File: src/dirty_rect_merge_table_assert.svh
// ---------------------------------------------------------------------------
// Dirty rectangle merge table assertion macros
// Concurrent assertion wrappers clocked by clk and disabled in reset.
// ---------------------------------------------------------------------------
`ifndef DIRTY_RECT_MERGE_TABLE_ASSERT_SVH
`define DIRTY_RECT_MERGE_TABLE_ASSERT_SVH
`ifndef SYNTH
// Condition that must hold at every clock edge outside reset.
`define DRMT_ASSERT_ALWAYS(lbl, cond, msg) \
  lbl: assert property (@(posedge clk) disable iff (!rst_n) (cond)) \
    else $error(msg);
// Implication checked in the same cycle.
`define DRMT_ASSERT_IMP(lbl, ante, cons, msg) \
  lbl: assert property (@(posedge clk) disable iff (!rst_n) (ante) |-> (cons)) \
    else $error(msg);
`else
`define DRMT_ASSERT_ALWAYS(lbl, cond, msg)
`define DRMT_ASSERT_IMP(lbl, ante, cons, msg)
`endif
`endif

File: src/drmt_pkg.sv
// ---------------------------------------------------------------------------
// Dirty rectangle merge table package
// Payload types, command encodings and scaling constants.
// ---------------------------------------------------------------------------
package drmt_pkg;

  // Virtual to screen scaling.
  localparam int SCALE      = 2;
  localparam int WIDTH_UNIT = 4;
  localparam int W_MULT     = WIDTH_UNIT * SCALE;

  // Field widths.
  localparam int X_W      = 11;
  localparam int Y_W      = 10;
  localparam int W_W      = 11;
  localparam int H_W      = 10;
  localparam int SLOT_W   = 5;
  localparam int KIND_W   = 3;
  localparam int OFFSET_W = 8;
  localparam int DEST_W   = 11;

  // Input mode codes.
  localparam logic MODE_ADD   = 1'b0;
  localparam logic MODE_FLUSH = 1'b1;

  // Result kind codes.
  localparam logic [KIND_W-1:0] KIND_APPEND      = 3'd0;
  localparam logic [KIND_W-1:0] KIND_MERGED      = 3'd1;
  localparam logic [KIND_W-1:0] KIND_DROPPED     = 3'd2;
  localparam logic [KIND_W-1:0] KIND_COPY        = 3'd3;
  localparam logic [KIND_W-1:0] KIND_FLUSH_EMPTY = 3'd4;

  typedef struct packed {
    logic       mode;
    logic [8:0] virt_x;
    logic [7:0] virt_y;
    logic [6:0] virt_w;
    logic [7:0] virt_h;
  } in_item_t;

  typedef struct packed {
    logic [KIND_W-1:0] kind;
    logic [SLOT_W-1:0] slot;
    logic [X_W-1:0]    rect_x;
    logic [Y_W-1:0]    rect_y;
    logic [DEST_W-1:0] dest_y;
    logic [W_W-1:0]    rect_w;
    logic [H_W-1:0]    rect_h;
    logic              last;
  } res_item_t;

  // One rectangle in screen pixels.
  typedef struct packed {
    logic [X_W-1:0] x;
    logic [Y_W-1:0] y;
    logic [W_W-1:0] w;
    logic [H_W-1:0] h;
  } rect_t;

  // Classified command passed from front to back.
  typedef struct packed {
    logic  mode;
    rect_t rect;
  } cmd_t;

  typedef enum logic [1:0] {
    ST_IDLE,
    ST_LOOK,
    ST_UPDATE,
    ST_FLUSH
  } back_state_t;

endpackage

File: src/dirty_rect_merge_table.sv
// An add transaction passes through ST_LOOK and ST_UPDATE once the engine has taken it
// from the command queue; an idle engine takes it in ST_IDLE first. ST_LOOK compares
// the scaled rectangle against every pending entry in parallel and picks the first one
// that overlaps or touches it. ST_UPDATE, once the result register is free, writes the
// merged or appended entry and loads the result register. A flush walks the pending
// entries in order through the single read port of the table, one result per entry
// (one empty-flush result for an empty table). While the engine works or a result waits
// to be taken, the front stage and a two-entry command queue keep accepting input
// transactions until they fill. dest_row_offset is taken from cfg_wdata on cfg_we.
`include "dirty_rect_merge_table_assert.svh"
// ---------------------------------------------------------------------------
// Dirty rectangle merge table
// Top level: front end, command queue, table engine and offset register.
// ---------------------------------------------------------------------------
module dirty_rect_merge_table #(
  parameter int PENDING_DEPTH = 32
) (
  input  logic                          clk,
  input  logic                          rst_n,
  input  logic                          in_valid,
  output logic                          in_ready,
  input  drmt_pkg::in_item_t            in_data,
  output logic                          out_valid,
  input  logic                          out_ready,
  output drmt_pkg::res_item_t           out_data,
  input  logic                          cfg_we,
  input  logic [drmt_pkg::OFFSET_W-1:0] cfg_wdata
);
  import drmt_pkg::*;

  localparam int IDX_W = (PENDING_DEPTH > 1) ? $clog2(PENDING_DEPTH) : 1;
  localparam int CNT_W = $clog2(PENDING_DEPTH + 1);

  logic                front_valid, front_ready;
  cmd_t                front_cmd;
  logic                q_valid, q_ready;
  cmd_t                q_cmd;
  logic [OFFSET_W-1:0] offset_r;
  logic [CNT_W-1:0]    pend_count;

  // Destination row offset register.
  always_ff @(posedge clk) begin
    if (!rst_n) begin
      offset_r <= '0;
    end else if (cfg_we) begin
      offset_r <= cfg_wdata;
    end
  end

  drmt_front u_front (
    .clk       (clk),
    .rst_n     (rst_n),
    .in_valid  (in_valid),
    .in_ready  (in_ready),
    .in_data   (in_data),
    .cmd_valid (front_valid),
    .cmd_ready (front_ready),
    .cmd_data  (front_cmd)
  );

  drmt_cmd_fifo u_fifo (
    .clk        (clk),
    .rst_n      (rst_n),
    .push_valid (front_valid),
    .push_ready (front_ready),
    .push_data  (front_cmd),
    .pop_valid  (q_valid),
    .pop_ready  (q_ready),
    .pop_data   (q_cmd)
  );

  drmt_back #(
    .PENDING_DEPTH (PENDING_DEPTH),
    .IDX_W         (IDX_W),
    .CNT_W         (CNT_W)
  ) u_back (
    .clk        (clk),
    .rst_n      (rst_n),
    .cmd_valid  (q_valid),
    .cmd_ready  (q_ready),
    .cmd_data   (q_cmd),
    .row_offset (offset_r),
    .out_valid  (out_valid),
    .out_ready  (out_ready),
    .out_data   (out_data),
    .pend_count (pend_count)
  );

  // The pending count never passes the table depth.
  `DRMT_ASSERT_ALWAYS(a_count_bound, pend_count <= CNT_W'(PENDING_DEPTH), "pending count overflow")
  // The final copy of a flush leaves the table empty.
  `DRMT_ASSERT_IMP(a_flush_empties, out_valid && out_data.kind == KIND_COPY && out_data.last, pend_count == '0, "flush did not empty table")
  // A drop is only reported while the table is full.
  `DRMT_ASSERT_IMP(a_drop_full, out_valid && out_data.kind == KIND_DROPPED, pend_count == CNT_W'(PENDING_DEPTH), "drop with free slot")

endmodule

File: src/drmt_front.sv
// ---------------------------------------------------------------------------
// Dirty rectangle merge table front end
// Accepts input transactions, scales them to screen pixels and stages them.
// ---------------------------------------------------------------------------
module drmt_front (
  input  logic               clk,
  input  logic               rst_n,
  input  logic               in_valid,
  output logic               in_ready,
  input  drmt_pkg::in_item_t in_data,
  output logic               cmd_valid,
  input  logic               cmd_ready,
  output drmt_pkg::cmd_t     cmd_data
);
  import drmt_pkg::*;

  logic stg_valid_r, stg_valid_nxt;
  cmd_t stg_r, stg_nxt;
  logic accept;

  assign in_ready = !stg_valid_r || cmd_ready;
  assign accept   = in_valid && in_ready;

  // Scale the incoming rectangle and keep the mode as the command class.
  always_comb begin
    stg_nxt.mode   = in_data.mode;
    stg_nxt.rect.x = X_W'(in_data.virt_x) * X_W'(SCALE);
    stg_nxt.rect.y = Y_W'(in_data.virt_y) * Y_W'(SCALE);
    stg_nxt.rect.w = W_W'(in_data.virt_w) * W_W'(W_MULT);
    stg_nxt.rect.h = H_W'(in_data.virt_h) * H_W'(SCALE);
  end

  always_comb begin
    stg_valid_nxt = stg_valid_r;
    if (accept) begin
      stg_valid_nxt = 1'b1;
    end else if (cmd_ready) begin
      stg_valid_nxt = 1'b0;
    end
  end

  always_ff @(posedge clk) begin
    if (!rst_n) begin
      stg_valid_r <= 1'b0;
    end else begin
      stg_valid_r <= stg_valid_nxt;
    end
  end

  always_ff @(posedge clk) begin
    if (accept) begin
      stg_r <= stg_nxt;
    end
  end

  assign cmd_valid = stg_valid_r;
  assign cmd_data  = stg_r;

endmodule

File: src/drmt_cmd_fifo.sv
// ---------------------------------------------------------------------------
// Dirty rectangle merge table command queue
// Two-entry queue that decouples the front end from the table engine.
// ---------------------------------------------------------------------------
module drmt_cmd_fifo (
  input  logic           clk,
  input  logic           rst_n,
  input  logic           push_valid,
  output logic           push_ready,
  input  drmt_pkg::cmd_t push_data,
  output logic           pop_valid,
  input  logic           pop_ready,
  output drmt_pkg::cmd_t pop_data
);
  import drmt_pkg::*;

  localparam int DEPTH = 2;

  cmd_t       mem_r [DEPTH];
  logic       wr_ptr_r, wr_ptr_nxt;
  logic       rd_ptr_r, rd_ptr_nxt;
  logic [1:0] fill_r, fill_nxt;
  logic       do_push, do_pop;

  assign push_ready = fill_r != 2'(DEPTH);
  assign pop_valid  = fill_r != 2'd0;
  assign pop_data   = mem_r[rd_ptr_r];
  assign do_push    = push_valid && push_ready;
  assign do_pop     = pop_valid && pop_ready;

  // Pointer and fill level update.
  always_comb begin
    wr_ptr_nxt = do_push ? !wr_ptr_r : wr_ptr_r;
    rd_ptr_nxt = do_pop ? !rd_ptr_r : rd_ptr_r;
    fill_nxt   = fill_r + 2'(do_push) - 2'(do_pop);
  end

  always_ff @(posedge clk) begin
    if (!rst_n) begin
      wr_ptr_r <= 1'b0;
      rd_ptr_r <= 1'b0;
      fill_r   <= 2'd0;
    end else begin
      wr_ptr_r <= wr_ptr_nxt;
      rd_ptr_r <= rd_ptr_nxt;
      fill_r   <= fill_nxt;
    end
  end

  always_ff @(posedge clk) begin
    if (do_push) begin
      mem_r[wr_ptr_r] <= push_data;
    end
  end

endmodule

File: src/drmt_back.sv
// ---------------------------------------------------------------------------
// Dirty rectangle merge table engine
// Holds the pending table, compares all entries in parallel, merges,
// appends or drops, walks the table on flush and drives the result register.
// ---------------------------------------------------------------------------
module drmt_back #(
  parameter int PENDING_DEPTH = 32,
  parameter int IDX_W         = (PENDING_DEPTH > 1) ? $clog2(PENDING_DEPTH) : 1,
  parameter int CNT_W         = $clog2(PENDING_DEPTH + 1)
) (
  input  logic                               clk,
  input  logic                               rst_n,
  input  logic                               cmd_valid,
  output logic                               cmd_ready,
  input  drmt_pkg::cmd_t                     cmd_data,
  input  logic [drmt_pkg::OFFSET_W-1:0]      row_offset,
  output logic                               out_valid,
  input  logic                               out_ready,
  output drmt_pkg::res_item_t                out_data,
  output logic [CNT_W-1:0]                   pend_count
);
  import drmt_pkg::*;

  back_state_t       state_r, state_nxt;
  cmd_t              cmd_r, cmd_nxt;
  logic [CNT_W-1:0]  count_r, count_nxt;
  logic [IDX_W-1:0]  flush_idx_r, flush_idx_nxt;
  logic              hit_r, hit_nxt;
  logic [IDX_W-1:0]  hit_idx_r, hit_idx_nxt;
  rect_t             rects_r [PENDING_DEPTH];
  res_item_t         out_r, res_nxt;
  logic              out_valid_r, out_valid_nxt;

  logic                     out_free;
  logic                     emit;
  logic                     pop;
  logic                     wr_en;
  logic [IDX_W-1:0]         wr_idx;
  rect_t                    wr_rect;
  logic [IDX_W-1:0]         rd_idx;
  rect_t                    rd_rect;
  rect_t                    union_rect;
  logic [PENDING_DEPTH-1:0] hit_vec;
  logic [IDX_W-1:0]         first_idx;
  logic                     table_full;
  logic                     flush_is_last;
  logic                     flush_done;

  // Build one result item; dest_y is the rectangle y plus the configured row offset.
  function automatic res_item_t make_res(input logic [KIND_W-1:0] kind,
                                         input logic [SLOT_W-1:0] slot,
                                         input rect_t r,
                                         input logic [OFFSET_W-1:0] offs,
                                         input logic last);
    res_item_t res;
    res.kind   = kind;
    res.slot   = slot;
    res.rect_x = r.x;
    res.rect_y = r.y;
    res.dest_y = DEST_W'(r.y) + DEST_W'(offs);
    res.rect_w = r.w;
    res.rect_h = r.h;
    res.last   = last;
    return res;
  endfunction

  // Slot numbers are reported modulo two to the power of the slot field width.
  function automatic logic [SLOT_W-1:0] slot_of(input logic [IDX_W-1:0] idx);
    logic [IDX_W+SLOT_W-1:0] ext;
    ext = {{SLOT_W{1'b0}}, idx};
    return ext[SLOT_W-1:0];
  endfunction

  assign out_free   = !out_valid_r || out_ready;
  assign table_full = count_r == CNT_W'(PENDING_DEPTH);

  // Parallel closed-edge overlap test of every valid entry against the command.
  always_comb begin
    logic [X_W:0] n_x2, e_x2;
    logic [Y_W:0] n_y2, e_y2;
    n_x2 = {1'b0, cmd_r.rect.x} + {1'b0, cmd_r.rect.w};
    n_y2 = {1'b0, cmd_r.rect.y} + {1'b0, cmd_r.rect.h};
    for (int i = 0; i < PENDING_DEPTH; i++) begin
      e_x2 = {1'b0, rects_r[i].x} + {1'b0, rects_r[i].w};
      e_y2 = {1'b0, rects_r[i].y} + {1'b0, rects_r[i].h};
      hit_vec[i] = (CNT_W'(i) < count_r) &&
                   ({1'b0, rects_r[i].x} <= n_x2) &&
                   (e_x2 >= {1'b0, cmd_r.rect.x}) &&
                   ({1'b0, rects_r[i].y} <= n_y2) &&
                   (e_y2 >= {1'b0, cmd_r.rect.y});
    end
  end

  // First hitting entry in table order.
  always_comb begin
    first_idx = '0;
    for (int i = PENDING_DEPTH - 1; i >= 0; i--) begin
      if (hit_vec[i]) begin
        first_idx = IDX_W'(i);
      end
    end
  end

  // Single table read port, shared by merge and flush.
  assign rd_idx  = (state_r == ST_FLUSH) ? flush_idx_r : hit_idx_r;
  assign rd_rect = rects_r[rd_idx];

  // Bounding union of the hit entry and the command, saturated to field range.
  always_comb begin
    logic [X_W:0] x1, ax2, bx2, x2, w;
    logic [Y_W:0] y1, ay2, by2, y2, h;
    x1  = (rd_rect.x < cmd_r.rect.x) ? {1'b0, rd_rect.x} : {1'b0, cmd_r.rect.x};
    y1  = (rd_rect.y < cmd_r.rect.y) ? {1'b0, rd_rect.y} : {1'b0, cmd_r.rect.y};
    ax2 = {1'b0, rd_rect.x} + {1'b0, rd_rect.w};
    bx2 = {1'b0, cmd_r.rect.x} + {1'b0, cmd_r.rect.w};
    ay2 = {1'b0, rd_rect.y} + {1'b0, rd_rect.h};
    by2 = {1'b0, cmd_r.rect.y} + {1'b0, cmd_r.rect.h};
    x2  = (ax2 > bx2) ? ax2 : bx2;
    y2  = (ay2 > by2) ? ay2 : by2;
    w   = x2 - x1;
    h   = y2 - y1;
    union_rect.x = x1[X_W-1:0];
    union_rect.y = y1[Y_W-1:0];
    union_rect.w = w[W_W] ? {W_W{1'b1}} : w[W_W-1:0];
    union_rect.h = h[H_W] ? {H_W{1'b1}} : h[H_W-1:0];
  end

  // Flush walk position.
  assign flush_is_last = (CNT_W'(flush_idx_r) + CNT_W'(1)) == count_r;
  assign flush_done    = (count_r == '0) || flush_is_last;

  // Next state.
  always_comb begin
    state_nxt = state_r;
    case (state_r)
      ST_IDLE: begin
        if (cmd_valid) begin
          state_nxt = (cmd_data.mode == MODE_FLUSH) ? ST_FLUSH : ST_LOOK;
        end
      end
      ST_LOOK: begin
        state_nxt = ST_UPDATE;
      end
      ST_UPDATE, ST_FLUSH: begin
        if (out_free && (state_r == ST_UPDATE || flush_done)) begin
          if (cmd_valid) begin
            state_nxt = (cmd_data.mode == MODE_FLUSH) ? ST_FLUSH : ST_LOOK;
          end else begin
            state_nxt = ST_IDLE;
          end
        end
      end
      default: begin
        state_nxt = ST_IDLE;
      end
    endcase
  end

  // State outputs: table updates, result generation and queue pops.
  always_comb begin
    pop           = 1'b0;
    emit          = 1'b0;
    res_nxt       = '0;
    wr_en         = 1'b0;
    wr_idx        = hit_idx_r;
    wr_rect       = union_rect;
    count_nxt     = count_r;
    flush_idx_nxt = flush_idx_r;
    hit_nxt       = hit_r;
    hit_idx_nxt   = hit_idx_r;
    case (state_r)
      ST_IDLE: begin
        pop = cmd_valid;
      end
      ST_LOOK: begin
        hit_nxt     = |hit_vec;
        hit_idx_nxt = first_idx;
      end
      ST_UPDATE: begin
        if (out_free) begin
          emit = 1'b1;
          pop  = cmd_valid;
          if (hit_r) begin
            wr_en   = 1'b1;
            res_nxt = make_res(KIND_MERGED, slot_of(hit_idx_r), union_rect,
                               row_offset, 1'b1);
          end else if (table_full) begin
            res_nxt = make_res(KIND_DROPPED, '0, cmd_r.rect, row_offset, 1'b1);
          end else begin
            wr_en     = 1'b1;
            wr_idx    = count_r[IDX_W-1:0];
            wr_rect   = cmd_r.rect;
            count_nxt = count_r + CNT_W'(1);
            res_nxt   = make_res(KIND_APPEND, slot_of(count_r[IDX_W-1:0]),
                                 cmd_r.rect, row_offset, 1'b1);
          end
        end
      end
      ST_FLUSH: begin
        if (out_free) begin
          emit = 1'b1;
          if (count_r == '0) begin
            res_nxt      = '0;
            res_nxt.kind = KIND_FLUSH_EMPTY;
            res_nxt.last = 1'b1;
            pop          = cmd_valid;
          end else begin
            res_nxt = make_res(KIND_COPY, slot_of(flush_idx_r), rd_rect,
                               row_offset, flush_is_last);
            flush_idx_nxt = flush_idx_r + IDX_W'(1);
            if (flush_is_last) begin
              count_nxt = '0;
              pop       = cmd_valid;
            end
          end
        end
      end
      default: begin
        pop = 1'b0;
      end
    endcase
    if (pop) begin
      flush_idx_nxt = '0;
    end
  end

  assign cmd_nxt       = pop ? cmd_data : cmd_r;
  assign out_valid_nxt = emit ? 1'b1 : (out_ready ? 1'b0 : out_valid_r);

  // Control registers.
  always_ff @(posedge clk) begin
    if (!rst_n) begin
      state_r     <= ST_IDLE;
      count_r     <= '0;
      flush_idx_r <= '0;
      hit_r       <= 1'b0;
      out_valid_r <= 1'b0;
    end else begin
      state_r     <= state_nxt;
      count_r     <= count_nxt;
      flush_idx_r <= flush_idx_nxt;
      hit_r       <= hit_nxt;
      out_valid_r <= out_valid_nxt;
    end
  end

  // Payload registers.
  always_ff @(posedge clk) begin
    cmd_r     <= cmd_nxt;
    hit_idx_r <= hit_idx_nxt;
    if (emit) begin
      out_r <= res_nxt;
    end
  end

  // Pending rectangle table.
  always_ff @(posedge clk) begin
    if (wr_en) begin
      rects_r[wr_idx] <= wr_rect;
    end
  end

  assign cmd_ready  = pop;
  assign out_valid  = out_valid_r;
  assign out_data   = out_r;
  assign pend_count = count_r;

endmodule
File: config.mk
export PLATFORM = sky130hd
export DESIGN_NAME = dirty_rect_merge_table
export DESIGN_NICKNAME = d
export VERILOG_FILES = /design/src/drmt_pkg.sv /design/src/dirty_rect_merge_table.sv /design/src/drmt_front.sv /design/src/drmt_cmd_fifo.sv /design/src/drmt_back.sv
export VERILOG_INCLUDE_DIRS = /design/src /design/src/src
export SDC_FILE = /design/constraint.sdc
export NUM_CORES = 2
export LEC_CHECK = 0
export BUFFER_PORTS_ARGS = -buffer_cell sky130_fd_sc_hd__buf_4
export CAP_MARGIN = 20
export CORE_ASPECT_RATIO = 0.6
export CORE_MARGIN = 5
export CORE_UTILIZATION = 40
export CTS_BUF_LIST = sky130_fd_sc_hd__clkbuf_16
export DETAILED_ROUTE_END_ITERATION = 10
export PLACE_DENSITY = 0.62
export SLEW_MARGIN = 20
export SYNTH_ARGS = -nofsm -noshare
export SYNTH_HDL_FRONTEND = slang
export SYNTH_SLANG_ARGS = --single-unit
File: constraint.sdc
create_clock -name clk -period 10.7 [get_ports clk]
set_clock_uncertainty 0.05 [all_clocks]
set_input_delay 0.535 -clock clk [delete_from_list [all_inputs] [get_ports clk]]
set_output_delay 0.535 -clock clk [all_outputs]
set_load 0.05 [all_outputs]
==> metrics.cfg <==
[worst_hold_path]
hp-class = in2reg
holdPathStages = 3

[detailed_routing]
firstDrtPassIters = 9
drc = 0
vias = 95610
postRouteAntennaNets = 0
wl_per_cell_um = 35.59
first_iter_violations = 14200
routed_via_density = 6.649
routed_wl_um = 511800

[sta]
fmax_ghz = 0.09947
final_hold_viol_count = 0
fin_setup_tns_ns = 0
rsz0062_at_grt = false
layout_setup_ws_ns = 0.6470
slew_headroom = 0.09123
worstMarginPinSlew_ns = 1.363
min_period_ns = 10.05
slew_viol_final = 0
fin_crit_sh = 0.9395
timing.final.setup_violations = 0

[die]
num_rows = 152
io_pins = 110
die_h_um = 426.5
core_area_um2 = 286800
start_util = 0.4033
die_width_um = 704.2
die_area_um2 = 300300

[grt]
gr-total-overflow = 0
grt_pass1_vias = 88190
grt_usage = 0.3273
grt_pass1_wl_um = 695500
antenna_found_initial = 47
grt_max_degree = 94

[clocking]
h-tree-depth = 4
clkTransAtPathRegs_ns = 0.07
cts_made_buffers = 164
clk_latency_ns = 0.90
cts_max_path_buffers = 4
cts-root-buf = clkbuf_16
cts_sinks = 1571
cts_tree = yes

[worst_setup_path]
crit_required_ns = 11.17
reg2reg_to = u_back.rects_r[30][3]$_DFFE_PP_
cp_max_fo = 39
reg2reg_depth = 41
r2r_start = u_back.state_r[0]$_SDFFE_PN0P_
max_stage_delay_ns = 0.63
crit_path_start_kind = flop
crit_top_cell = a21oi_1
cp.arrival_ns = 10.52
crit_start = u_back.state_r[0]$_SDFFE_PN0P_
crit_end = u_back.rects_r[30][3]$_DFFE_PP_
endpoint_kind = flop
criticalPathCategory = reg2reg
reg2reg_slack_ns = 0.65
critPathSlowestCell = or4b_2

[yosys]
synth_cells = 9841
synth_seq_cells = 1571
seq_area_frac_synth = 0.4054
synthDistinctLibCells = 88
syn_area_um2 = 115700
synth_top_area_cell = edfxtp_1
synth_commonest_cells = ha_1, edfxtp_1, a21oi_1, o21ai_0, nor2_1
postSynthAreaPerCell_um2 = 11.75
synth_top_area_frac = 0.4004
netlist_top_cells_area = edfxtp_1, ha_1, mux4_2
synth_ff_type = edfxtp_1
async_reset_ff_frac = 0
ys_warn_count = 0
synth.most_common_cell = ha_1
synth_edf_count = 1542

[placement]
routabilityCongestion = 1.076
dp_cells = 14000
numPortBuffers = 109
dpl-instance-area_um2 = 124700
dpl.hpwl_um = 383500
pre_cts_ws_ns = 0.5163

[finish]
syn_to_final_growth_pct = 13.26
stdcell_count = 14380
drive_gt1_frac = 0.1194
nets = 12440
fill_cells = 25790
postLayoutCellArea_um2 = 131000

[run]
cap_violations = 0

[run_status]
outcome = complete, no violations

-- layout make-up --
type,count,area [um^2],area share
Multi-Input combinational cell,7722,67710,0.5169
Clock inverter,122,1220,0.009313
Clock buffer,169,4229,0.03229
Inverter,432,1623,0.01239
Sequential cell,1571,46890,0.3580
Tap cell,3850,4817,0.03678
Timing Repair Buffer,482,4425,0.03379
Antenna cell,31,77.57,0.0005922
-- through the flow --
stage	util	hold WS [ns]
6_report	0.4567	0.06096
5_1_grt	0.4565	0.09897
4_1_cts	0.4555	0.01849
3_5_place_dp	0.4347	0.3822
3_3_place_gp	0.4343	0.3720
2_1_floorplan	-	0.3715
-- how the worst min path moves through the flow --
stage                                         from                       endpoint  slack [ns]
floorplan            u_front.cmd_data[1]$_DFFE_PP_   u_fifo.mem_r[0][0]$_DFFE_PP_        0.37
global placement    u_front.cmd_data[29]$_DFFE_PP_  u_fifo.mem_r[0][22]$_DFFE_PP_        0.37
detailed placement   u_front.cmd_data[5]$_DFFE_PP_   u_fifo.mem_r[0][4]$_DFFE_PP_        0.38
CTS                                         cfg_we       offset_r[0]$_SDFFE_PN0P_        0.02
global route                                cfg_we       offset_r[0]$_SDFFE_PN0P_         0.1
finish                                      cfg_we       offset_r[0]$_SDFFE_PN0P_        0.06
-- per-layer routing --
metal	up-vias	share of wire	wire length, um	GRT usage
li1	39690	-	-	-
met1	47600	0.41	211400	0.4673
met2	7189	0.37	189100	0.4209
met3	1111	0.17	87150	0.1514
met4	28	0.047	23910	0.1285
met5	-	0.00045	228	0
-- layout by cell type (no fill, tap or decap), drive strengths merged, types with 292 or more instances in the layout --
cell / Yosys / routed
a21o: 292 / 292
a21oi: 682 / 684
buf: 84 / 427
edfxtp: 1542 / 1542
ha: 1943 / 1943
inv: 432 / 458
mux4: 338 / 338
nand2: 498 / 498
nor2: 523 / 523
o21ai: 552 / 552
xnor2: 352 / 352
-- worst max-delay path, delay by kind of cell (launching register included) --
family / cells / cell delay [ns]
DFF: 1 / 0.47
xor gates and xnor gates: 2 / 0.37
muxes: 3 / 1.32
AOI/OAI and AO/OA: 17 / 3.21
adders and majority gates: 3 / 1.05
buffers and inverters: 7 / 1.45
and+or+nand+nor: 9 / 1.66
-- logic make-up (layout without fill, tap and decap cells) --
group,after synthesis,after routing,synth area share
flip-flops,1571,1571,0.4054
adder cells (fa/ha/maj),2016,2016,0.2228
buffers and inverters,614,1205,0.02096
AND/OR/NAND/NOR,2010,2010,0.08627
other,2,97,0.00006494
AO/OA/AOI/OAI,2681,2683,0.1503
multiplexers,461,461,0.07738
XOR/XNOR,486,486,0.03680
-- what timing repair did --
| action | 4_1_cts | 5_1_grt |
|---|---|---|
| hold buffers | 51 | 0 |
| buffers inserted | 0 | 1 |
| endpoints found under the setup margin | 0 | 512 |
| gates resized for setup | 0 | 15 |
| endpoints found under the hold margin | 44 | 0 |
-- sequential cells by signal, indices dropped and copies added, names as in the netlist, 5 cells and up, named ones only --
signal / cells
u_back.flush_idx_r: 5
u_back.rects_r: 1344
u_back.pend_count: 6
u_back.hit_idx_r: 5
u_fifo.mem_r: 66
offset_r: 8
u_back.cmd_r: 32
u_back.out_data: 62
u_front.cmd_data: 33
Power is left out: the tool's default activity adds up to more than one toggle a clock period on the data nets, which glitch-free logic cannot reach.
